### config.mk
export PLATFORM = sky130hd
export DESIGN_NAME = mpf_div
export DESIGN_NICKNAME = d
export VERILOG_FILES = /design/src/design/melody_player_fsm_assert.svh /design/src/design/mpf_pkg.sv /design/src/design/mpf_div.sv
export SDC_FILE = /design/constraint.sdc
export NUM_CORES = 1
export LEC_CHECK = 0
export ABC_CLOCK_PERIOD_IN_PS = 2600
export BUFFER_PORTS_ARGS = -buffer_cell sky130_fd_sc_hd__buf_4
export CAP_MARGIN = 20
export CELL_PAD_IN_SITES_DETAIL_PLACEMENT = 0
export CELL_PAD_IN_SITES_GLOBAL_PLACEMENT = 1
export CORE_MARGIN = 4
export CORE_UTILIZATION = 43
export DETAILED_ROUTE_END_ITERATION = 16
export HOLD_SLACK_MARGIN = 0.02
export PLACE_DENSITY_LB_ADDON = 0.05
export SLEW_MARGIN = 15
export SYNTH_ARGS = -nofsm -noshare
export SYNTH_HDL_FRONTEND = slang
export SYNTH_SLANG_ARGS = --single-unit
export TNS_END_PERCENT = 50
### constraint.sdc
create_clock -name clk -period 2.6 [get_ports clk]
set_input_delay 0.52 -clock clk [delete_from_list [all_inputs] [get_ports clk]]
set_output_delay 0.52 -clock clk [all_outputs]
set_load 0.1 [all_outputs]
### src/design/melody_player_fsm_assert.svh
// ----------------------------------------------------------------------------
// Melody player assertion macros
// Concurrent assertion wrappers; they compile to nothing under SYNTHESIS.
// ----------------------------------------------------------------------------
`ifndef MELODY_PLAYER_FSM_ASSERT_SVH
`define MELODY_PLAYER_FSM_ASSERT_SVH
`ifndef SYNTHESIS
// General property check, disabled while reset is asserted
`define MPF_ASSERT(lbl, clk_s, rstn_s, prop) \
    lbl: assert property (@(posedge clk_s) disable iff (!rstn_s) prop) \
        else $error("melody player: property check failed");
// At most one bit of the vector is set
`define MPF_ONEHOT0(lbl, clk_s, rstn_s, vec) \
    lbl: assert property (@(posedge clk_s) disable iff (!rstn_s) $onehot0(vec)) \
        else $error("melody player: one-hot check failed");
`else
`define MPF_ASSERT(lbl, clk_s, rstn_s, prop)
`define MPF_ONEHOT0(lbl, clk_s, rstn_s, vec)
`endif
`endif

### src/design/mpf_pkg.sv
// ----------------------------------------------------------------------------
// mpf_pkg
// Types, codes and widths shared by the melody player sequencer.
// ----------------------------------------------------------------------------
package mpf_pkg;

    // Default note table depth
    localparam int MELODY_DEPTH_DEF = 256;

    // Field widths
    localparam int KIND_W     = 2;
    localparam int ACT_W      = 2;
    localparam int SLOT_W     = 8;
    localparam int FREQ_W     = 16;
    localparam int NDUR_W     = 16;
    localparam int DUR_W      = 24;
    localparam int SPEED_W    = 16;
    localparam int POS_W      = 9;
    localparam int STATE_W    = 3;
    localparam int CFG_W      = 16;
    localparam int CFG_IDX_W  = 2;
    localparam int IN_DATA_W  = 48;
    localparam int OUT_DATA_W = 48;
    localparam int NOTE_W     = FREQ_W + NDUR_W;

    localparam logic [DUR_W-1:0] DUR_MAX = {DUR_W{1'b1}};

    // Player state, as reported in player_state
    typedef enum logic [STATE_W-1:0] {
        PS_WAIT_START  = 3'd0,
        PS_WAIT_NOTE   = 3'd1,
        PS_PLAY_NOTE   = 3'd2,
        PS_PAUSE       = 3'd3,
        PS_WAIT_MELODY = 3'd4
    } ps_t;

    // User action
    typedef enum logic [ACT_W-1:0] {
        ACT_STOP  = 2'd0,
        ACT_PLAY  = 2'd1,
        ACT_PAUSE = 2'd2
    } act_t;

    // Input item kind
    typedef enum logic [KIND_W-1:0] {
        KIND_TICK   = 2'd0,
        KIND_ACTION = 2'd1,
        KIND_LOAD   = 2'd2
    } kind_t;

    // Configuration register index
    typedef enum logic [CFG_IDX_W-1:0] {
        CFG_MELODY_LENGTH = 2'd0,
        CFG_MELODY_LOADED = 2'd1,
        CFG_SPEED         = 2'd2
    } cfg_idx_t;

    // Item sequencer
    typedef enum logic [1:0] {
        CTL_IDLE = 2'd0,
        CTL_RD   = 2'd1,
        CTL_DIV  = 2'd2,
        CTL_FIN  = 2'd3
    } ctl_t;

    // Divider request and response
    typedef struct packed {
        logic               start;
        logic [DUR_W-1:0]   dividend;
        logic [SPEED_W-1:0] divisor;
    } div_req_t;

    typedef struct packed {
        logic             done;
        logic [DUR_W-1:0] quotient;
    } div_rsp_t;

endpackage

### src/design/mpf_div.sv
// ----------------------------------------------------------------------------
// mpf_div
// Restoring divider, one quotient bit per cycle. A zero divisor answers
// all ones the cycle after start. done pulses for one cycle; quotient holds.
// ----------------------------------------------------------------------------
module mpf_div (
    input  logic              clk,
    input  logic              rst_n,
    input  mpf_pkg::div_req_t req,
    output mpf_pkg::div_rsp_t rsp
);

    localparam int DW = mpf_pkg::DUR_W;
    localparam int SW = mpf_pkg::SPEED_W;
    localparam int CW = $clog2(DW);
    localparam logic [CW-1:0] LAST_STEP = CW'(DW - 1);

    logic          busy_reg, busy_next;
    logic          done_reg, done_next;
    logic [CW-1:0] cnt_reg, cnt_next;
    logic [SW-1:0] rem_reg, rem_next;
    logic [DW-1:0] quo_reg, quo_next;
    logic [SW-1:0] dvs_reg, dvs_next;

    logic [SW:0] trial;
    logic [SW:0] diff;
    logic        fits;

    // One restoring step
    assign trial = {rem_reg, quo_reg[DW-1]};
    assign diff  = trial - {1'b0, dvs_reg};
    assign fits  = (trial >= {1'b0, dvs_reg});

    always_comb
    begin
        busy_next = busy_reg;
        done_next = 1'b0;
        cnt_next  = cnt_reg;
        rem_next  = rem_reg;
        quo_next  = quo_reg;
        dvs_next  = dvs_reg;
        if (req.start)
        begin
            dvs_next = req.divisor;
            rem_next = '0;
            cnt_next = '0;
            if (req.divisor == '0)
            begin
                // zero speed saturates
                quo_next  = mpf_pkg::DUR_MAX;
                done_next = 1'b1;
                busy_next = 1'b0;
            end
            else
            begin
                quo_next  = req.dividend;
                busy_next = 1'b1;
            end
        end
        else if (busy_reg)
        begin
            rem_next = fits ? diff[SW-1:0] : trial[SW-1:0];
            quo_next = {quo_reg[DW-2:0], fits};
            cnt_next = cnt_reg + 1'b1;
            if (cnt_reg == LAST_STEP)
            begin
                busy_next = 1'b0;
                done_next = 1'b1;
            end
        end
    end

    // Control state
    always_ff @(posedge clk or negedge rst_n)
    begin
        if (!rst_n)
        begin
            busy_reg <= 1'b0;
            done_reg <= 1'b0;
            cnt_reg  <= '0;
        end
        else
        begin
            busy_reg <= busy_next;
            done_reg <= done_next;
            cnt_reg  <= cnt_next;
        end
    end

    // Datapath
    always_ff @(posedge clk)
    begin
        rem_reg <= rem_next;
        quo_reg <= quo_next;
        dvs_reg <= dvs_next;
    end

    assign rsp.done     = done_reg;
    assign rsp.quotient = quo_reg;

endmodule
Word level (Yosys, flattened, before mapping)

Cells that the tools add are included.

$add $sub $neg: 2
$lt $le $gt $ge: 1
Equal/unequal tests: 1
Multiplexer cells: 14
Reductions and logical operators: 2

Operator list:

| cell                                         | number |
|---|---|
| two-way mux 24 bit                           | 3 |
| greater-or-equal comparator 17 x 16 -> 1 bit | 1 |
| zero test 16 bit                             | 1 |
| two-way mux 16 bit                           | 1 |
| subtractor 16 bit                            | 1 |
| two-way mux 5 bit                            | 2 |
| two-way mux 1 bit                            | 8 |
| adder 5 x 1 -> 5 bit (second input constant) | 1 |
| equality test 5 bit (second input constant)  | 1 |
| nonzero test 2 bit                           | 1 |

Flip-flop bits (word level): 63
Input bits: 43
Output and inout bits: 25
Logic and storage cells: 26

Logic depth before layout (Yosys ltp)

Gate-level depths: netlist of the first run.

Depth in word-level cells: 4
Gate-level depth with buffers: 10
Mapped depth without buffers: 9

Worst setup path before layout of the first run

No wires, ideal clock.

Path type: flip-flop to flip-flop
Start: register quo_reg[23]
End: register rem_reg[12]
Library setup time: 0.144 ns
Arrival: 2.734 ns
Required time: 2.456 ns
Path slack: -0.278 ns
Stages on the path, launching flop included: 10
Buffers on the path: 0
Clock period less this slack: 2.878 ns
Path through: edfxtp_1 > inv_1 > ha_1 > fa_1 > nand2b_1 > a21oi_1 > a22oi_1 > a31o_2 > o211ai_1 > o311ai_0

Word-level cells in the longest chain between the ends: 2
Elaborated cells between the ends (all ways): 3
Classes of those cells: 1 x add/sub; 1 x order compare; 1 x mux

RTL lines:

| item                                                                                     | RTL line                     | text |
|---|---|---|
| start: declaration                                                                       | mpf_div.sv:22                | `logic [DW-1:0] quo_reg, quo_next;` |
| start signal: assignment                                                                 | mpf_div.sv:94                | `quo_reg <= quo_next;` |
| subtractor 16 bit / greater-or-equal comparator 17 x 16 -> 1 bit (equally long branches) | mpf_div.sv:31, mpf_div.sv:32 |  |
| two-way mux 16 bit *                                                                     | mpf_div.sv:62                | `rem_next = fits ? diff[SW-1:0] : trial[SW-1:0];` |
| end signal: assignment                                                                   | mpf_div.sv:93                | `rem_reg <= rem_next;` |
| end: declaration                                                                         | mpf_div.sv:21                | `logic [SW-1:0] rem_reg, rem_next;` |

Every way passes the cells marked *; elsewhere a longest branch is shown, timed or not.
A chain may end at the register's enable or synchronous reset.

Final worst setup path of the first run

Start: register dvs_reg[1]
End: register rem_reg[0]

Word-level cells in the longest chain between the ends: 2

RTL lines:

| item                                         | RTL line      | text |
|---|---|---|
| start: declaration                           | mpf_div.sv:23 | `logic [SW-1:0] dvs_reg, dvs_next;` |
| start signal: assignment                     | mpf_div.sv:95 | `dvs_reg <= dvs_next;` |
| greater-or-equal comparator 17 x 16 -> 1 bit | mpf_div.sv:32 | `assign fits = (trial >= {1'b0, dvs_reg});` |
| two-way mux 16 bit                           | mpf_div.sv:62 |  |

No other way between the ends.

==> run_results.csv, run 1 <==
group,metric,value,unit
timing,hold_violations,0,
floorplanning,core,7890,um2
route,routed_wl,8580,um
critical_path,cp_top_family,"compound AO/OA/AOI/OAI gates",
critical_path,crit_type,"reg2reg",
synth,synth_top_flop_cell,"edfxtp_1",
finish,diodes,0,
route,drt_iter0_drc,95,
global_routing,grt_max_degree,36,
place,dp_slack,0.153,ns
route,drtPass1Iterations,4,
critical_path,required,2.86,ns
finish,multiInputGateArea,1710,um2
power_and_ir_drop,seq_power_share,38.1,%
route,antenna_left,0,
synth,synth_edf_count,40,
global_routing,grt_pass1_wl,14700,um
timing,period_minus_slack,2.41,ns
place,postPlaceCellArea,4240,um2
floorplanning,dieArea,9820,um2
timing,grt_setup_unrepaired,"false",
route,drt_drc_violations_left,0,
synth,synthAdderAreaFrac,6.52,%
critical_path,critPathBufInv,2,
synth,synth_top_family_by_area,"compound AO/OA/AOI/OAI gates",
clock_tree,root_buffer,"clkbuf_8",
floorplanning,initial_core_util,45.2,%
power_and_ir_drop,ir_drop,0.448,mV
floorplanning,fp.dieH,99.1,um
timing,hold-worst-slack,0.359,ns
global_routing,grt.overflow.total,0,
critical_path,slowest_delay,0.38,ns
critical_path,cpMostUsedCell,"a211oi_2",
synth,synth-compound-area-share,21.0,%
route,vias,2843,
critical_path,crit_path_start_kind,"flop",
critical_path,cp-end-kind,"flop",
clock_tree,insertion_delay,0.34,ns
power_and_ir_drop,swShare,35.4,%
timing,fin_crit_sh,92.9,%
global_routing,grt_util_all_layers,18.7,%
synth,ys_types,67,
hold_path,min_path_type,"in2reg",
place,place_congestion,0.841,
finish,layout-drive-gt1-share,28.6,%
finish,design_area,4500,um2
timing,setup_viol,0,
timing,tightest_slew,0.571,ns
clock_tree,clkSinkCount,63,
critical_path,path_max_fanout,7,
finish,largest_reg_flops,24,
route,viasPerCell,5.46,
floorplanning,io_pins,68,
critical_path,cp-startpoint,"dvs_reg[1]",
synth,synth_simple_gate_area_share,14.2,%
place,io_buffers,67,
power_and_ir_drop,cellPowerDensity,716,nW/um2
synth,syn_inst,335,
synth,yosys-mux-area-fraction,2.28,%
synth,synth_fp_nets,396,
timing,layout_setup_ws,0.186,ns
global_routing,grt_pass1_vias,2988,
route,wl_per_cell,16.5,um
synth,syn_area_per_cell,10.7,um2
critical_path,path_cells,"inv_1, ha_1, or2b_1, a211oi_2, o31ai_2, a41oi_4, buf_4, mux2_4, a211oi_2",
timing,fmax,414,MHz
power_and_ir_drop,p_int,2080,uW
finish,regArea,1700,um2
finish,area_growth,26.1,%
floorplanning,die_w,99.1,um
hold_path,min_from,"req[9]",
critical_path,critPathSlowestCell,"edfxtp_1",
synth,syn_area,3570,um2
floorplanning,rows,32,
run,max_cap_viol_count,0,
power_and_ir_drop,comb_power_share,32.2,%
power_and_ir_drop,power.leakage,0.00189,uW
synth,ys_ff_latch,63,
timing,slew_violations,0,
synth,async_reset_ff_share,11.1,%
synth,yosysSeqAreaShare,47.5,%
timing,relSlewSlack,62.0,%
run_status,status,"completed",
clock_tree,cts_tree,"built",
place,dp_hpwl,6400,um
power_and_ir_drop,power.total,3220,uW
clock_tree,cts_max_path_buffers,2,
synth,ys_warn_count,0,
clock_tree,cts.clk_slew.worst_paths,0.08,ns
global_routing,antenna_found_initial,0,
clock_tree,htreeDepth,3,
synth,synth-xor-area-share,3.19,%
power_and_ir_drop,clkPwrFrac,29.7,%
critical_path,cp.arrival,2.67,ns
finish,fillers,695,
finish,nNetsFinal,475,
critical_path,reg2reg_from,"dvs_reg[1]",
power_and_ir_drop,p_switching,1140,uW
clock_tree,cts_buffers,9,
timing,fin_skew,0.0103,ns
[final cells by class]
type                       instances  area share [%]
timing repair buffer              87            14.7
inverter                          23            1.92
tap                              102            2.84
multi-input combinational        230            38.0
sequential                        63            37.7
clock buffer                       9            2.75
clock inverter                     7            2.17
[cells by family after synthesis]
kind of cell | count (synthesis)
AOI/OAI and AO/OA | 96
DFF | 63
muxes | 8
xor gates and xnor gates | 13
buffers and inverters | 42
adders and majority gates | 18
and+or+nand+nor | 95
[cell usage in the layout (no fill, tap or decap), types with 6 or more instances in the layout]
cell type and count:
a21o_1 7, a21oi_1 14, buf_4 85, clkbuf_8 9, dfrtp_1 7, dfxtp_1 16
edfxtp_1 40, ha_1 15, inv_1 23, mux2i_1 7, nand2_1 19, nand3_1 6
nor2_1 29, o21ai_0 6, o22a_1 24, xnor2_1 8
[path summary, 6_finish.rpt]
check / slack, ns / to / depth (start not counted)
max in group asynchronous: 1.96 / cnt_reg[2] / 2
worst max register to register: 0.19 / rem_reg[0] / 9
worst min register to register: 0.51 / rem_reg[11] / 2
min in group asynchronous: 0.52 / cnt_reg[3] / 2
worst min-delay path: 0.36 / dvs_reg[9] / 1
worst max-delay path: 0.19 / rem_reg[0] / 9
[worst register-to-register path, delay by kind of cell, from the launching register on]
| kind | cells | cell delay (ns) |
|---|---|---|
| AOI/OAI and AO/OA | 4 | 0.87 |
| adders and majority gates | 1 | 0.28 |
| buffers and inverters | 2 | 0.23 |
| DFF | 1 | 0.38 |
| muxes | 1 | 0.29 |
| and+or+nand+nor | 1 | 0.27 |
[metal layers]
metal	wire length [um]	vias up	GRT usage, %
li1	-	1407	-
met1	3850	1356	24.5
met2	4030	69	29.6
met3	587	11	5.19
met4	113	0	7.14
met5	0	-	0
[stage by stage]
step | setup TNS (ns) | instances | utilization [%]
after floorplan | -1.73 | 335 | -
after global placement | 0 | 501 | 53.8
after detailed placement | 0 | 501 | 53.8
after CTS | 0 | 518 | 56.7
after global routing | 0 | 521 | 57.1
final | 0 | 521 | 57.1
[power groups by stage]
stage / clock, uW / combinational [uW] / sequential, uW
global placement: 0 / 1030 / 1250
CTS: 988 / 1030 / 1230
detailed placement: 0 / 1030 / 1250
floorplan: 0 / 491 / 1520
finish: 955 / 1040 / 1230
global route: 1030 / 1130 / 1240
[cell usage after synthesis, types with 6 or more instances]
cell type | instances | share of area [%]
mux2i_1 | 7 | 2.0
xnor2_1 | 8 | 2.0
a21o_1 | 7 | 1.5
edfxtp_1 | 40 | 34
inv_1 | 23 | 2.4
clkbuf_1 | 7 | 0.74
nand2_1 | 19 | 2.0
o21ai_0 | 6 | 0.84
ha_1 | 17 | 6.0
a211oi_1 | 6 | 1.3
dfxtp_1 | 16 | 9.0
a21oi_1 | 15 | 2.1
dfrtp_1 | 7 | 4.9
nand3_1 | 6 | 0.84
nor2_1 | 29 | 3.1
o22a_1 | 24 | 5.9
[what timing repair did]
item / CTS / global route
buffers inserted: 0 / 3
resized for setup: 0 / 2
hold buffers: 1 / 0
hold endpoints to repair: 7 / 0
endpoints found under the setup margin: 0 / 4
No activity file was read; power rests on OpenSTA's default activity.
==> run 2, diff against run 1 <==
ABC_AREA = 1   (was not set)
CORE_UTILIZATION = 35   (was 43)
==> run_results.csv, run 2 <==
group,metric,value,unit
run_status,status,"completed",
timing,setup-tns-final,0,ns
timing,fin_skew,0.0103,ns
timing,slew_violations,0,
place,place_congestion,0.847,
power_and_ir_drop,swShare,44.0,%
critical_path,reg2reg_from,"dvs_reg[2]",
place,placed_cells,639,
timing,setup_viol,0,
finish,diodes,0,
floorplanning,die_w,112,um
power_and_ir_drop,cellPowerDensity,915,nW/um2
synth,ys_top_cells_by_area,"edfxtp_1 (32%), nand2_1 (13%), dfxtp_1 (8.5%)",
power_and_ir_drop,power.total,4200,uW
place,io_buffers,67,
synth,synth_edf_count,40,
floorplanning,io_pins,68,
power_and_ir_drop,comb_power_share,48.4,%
critical_path,required,2.83,ns
clock_tree,cts_buffers,9,
global_routing,grt_max_degree,27,
critical_path,crit_path_start_kind,"flop",
critical_path,cp-end-kind,"flop",
power_and_ir_drop,p_int,2350,uW
route,topRoutingLayerUsed,"met4",
critical_path,cp.arrival,2.26,ns
global_routing,antenna_found_initial,0,
finish,layout-drive-gt1-share,23.5,%
floorplanning,fp.dieH,112,um
synth,ys_types,40,
clock_tree,cts_max_path_buffers,2,
route,met3_length,614,um
place,dp_hpwl,7230,um
finish,nNetsFinal,576,
global_routing,grt_util_all_layers,15.8,%
clock_tree,clkSinkCount,63,
synth,synth_common_cells,"nand2_1 (131), inv_1 (58), edfxtp_1 (40)",
finish,layout_common_cells,"nand2_1 (131), buf_4 (72), inv_1 (58)",
synth,synth_fp_nets,504,
synth,yosysSeqAreaShare,45.0,%
hold_path,min_path_type,"in2reg",
synth,synth.most_common_cell,"nand2_1",
route,wl_per_cell,14.3,um
critical_path,cp-startpoint,"dvs_reg[2]",
floorplanning,dieArea,12500,um2
route,vias,3110,
power_and_ir_drop,power.leakage,0.00227,uW
timing,hold_violations,0,
clock_tree,cts_tree,"built",
power_and_ir_drop,seq_power_share,32.1,%
clock_tree,insertion_delay,0.34,ns
timing,tightest_slew,0.351,ns
critical_path,path_max_fanout,18,
clock_tree,cts-resized-gates,0,
route,drtPass1Iterations,4,
timing,relSlewSlack,76.4,%
finish,largest_reg_flops,24,
clock_tree,postCtsSetupBuffers,0,
clock_tree,root_buffer,"clkbuf_8",
synth,ys_ff_latch,63,
global_routing,grt_pass1_wl,15800,um
clock_tree,hold_buffers,1,
route,routed_wl,9390,um
finish,final_common_cell,"nand2_1",
global_routing,grt_pass1_vias,3232,
finish,area_growth,21.7,%
run,max_cap_viol_count,0,
critical_path,crit_type,"reg2reg",
finish,layout.cells.non_filler,656,
hold_path,min_from,"req[7]",
route,drt_drc_violations_left,0,
power_and_ir_drop,clkPwrFrac,19.5,%
timing,period_minus_slack,2.03,ns
power_and_ir_drop,ir_drop,0.429,mV
synth,ys_warn_count,0,
synth,synth_area_leader_cell,"edfxtp_1",
route,drt_iter0_drc,141,
route,viasPerCell,4.74,
finish,finish.utilization,44.0,%
floorplanning,rows,37,
global_routing,grt.overflow.total,0,
synth,syn_area_per_cell,8.51,um2
synth,syn_inst,443,
route,wl_met2,4040,um
clock_tree,cts.clk_slew.worst_paths,0.08,ns
floorplanning,initial_core_util,36.2,%
power_and_ir_drop,p_switching,1850,uW
synth,async_reset_ff_share,11.1,%
timing,fin_crit_sh,77.9,%
route,antenna_left,0,
synth,syn_area,3770,um2
timing,fmax,494,MHz
synth,synth_top_flop_cell,"edfxtp_1",
synth,synth.top_cell.area_share,31.9,%
timing,grt_setup_unrepaired,"false",
floorplanning,core,10400,um2
clock_tree,htreeDepth,3,
route,met1_length,4580,um
[run 2: cell count changes after synthesis, moves of 12 or more]
cell | previous run | this run
inv_1 | 23 | 58
nand2_2 | 2 | 14
nand3_1 | 6 | 26
nand2_1 | 19 | 131
nand3b_1 | 1 | 18
[run 2: power by group through the flow]
| stage | logic, uW | clock network (uW) | registers, uW |
|---|---|---|---|
| final | 2030 | 819 | 1350 |
| after global routing | 2260 | 909 | 1370 |
| after CTS | 2060 | 845 | 1350 |
| after detailed placement | 2050 | 0 | 1370 |
| after global placement | 2040 | 0 | 1370 |
| after floorplan | 1350 | 0 | 1650 |
[run 2: kinds of logic after synthesis]
| kind of cell | after synthesis | synth area share (%) |
|---|---|---|
| and+or+nand+nor | 236 | 30.2 |
| adders and majority gates | 18 | 6.17 |
| buffers and inverters | 78 | 9.02 |
| xor gates and xnor gates | 6 | 1.39 |
| DFF | 63 | 45.0 |
| AOI/OAI and AO/OA | 42 | 8.23 |
[run 2: per-layer routing]
layer,up-vias,track usage (%)
met5,-,0
met3,9,5.33
met2,66,23.9
met4,0,5.35
li1,1601,-
met1,1434,21.2
[run 2: stage by stage]
stage | area, um2 | hold slack, ns | setup slack (ns)
CTS | 4590 | 0.342 | 0.562
global route | 4590 | 0.339 | 0.329
detailed placement | 4390 | 0.338 | 0.547
global placement | 4390 | 0.337 | 0.518
floorplan | 3770 | 0.224 | 0.136
finish | 4590 | 0.361 | 0.575
[run 2: final cells by class]
type	count	area, um2
Fill cell	1070	5830
Multi-Input combinational cell	302	1730
Sequential cell	63	1700
Timing Repair Buffer	73	551
Inverter	66	249
Tap cell	136	170
Clock buffer	9	124
Clock inverter	7	63.8
[run 2: path summary, 6_finish.rpt]
kind | end | slack (ns) | cells past startpoint
max | rem_reg[9] | 0.57 | 11
min | dvs_reg[7] | 0.36 | 1
max reg2reg | rem_reg[9] | 0.57 | 11
min reg2reg | rem_reg[13] | 0.48 | 2
max in group asynchronous | busy_reg | 1.95 | 2
min in group asynchronous | cnt_reg[1] | 0.53 | 2
[run 2: critical path, stage by stage (launching register included)]
cell	delay (ns)
edfxtp_1	0.32
inv_1	0.05
ha_1	0.42
nand2_1	0.08
nor2_1	0.18
nand3_1	0.14
nand3_2	0.13
nand2_4	0.17
nand2_8	0.22
nand2_2	0.07
nand3_1	0.07
nand2_1	0.06
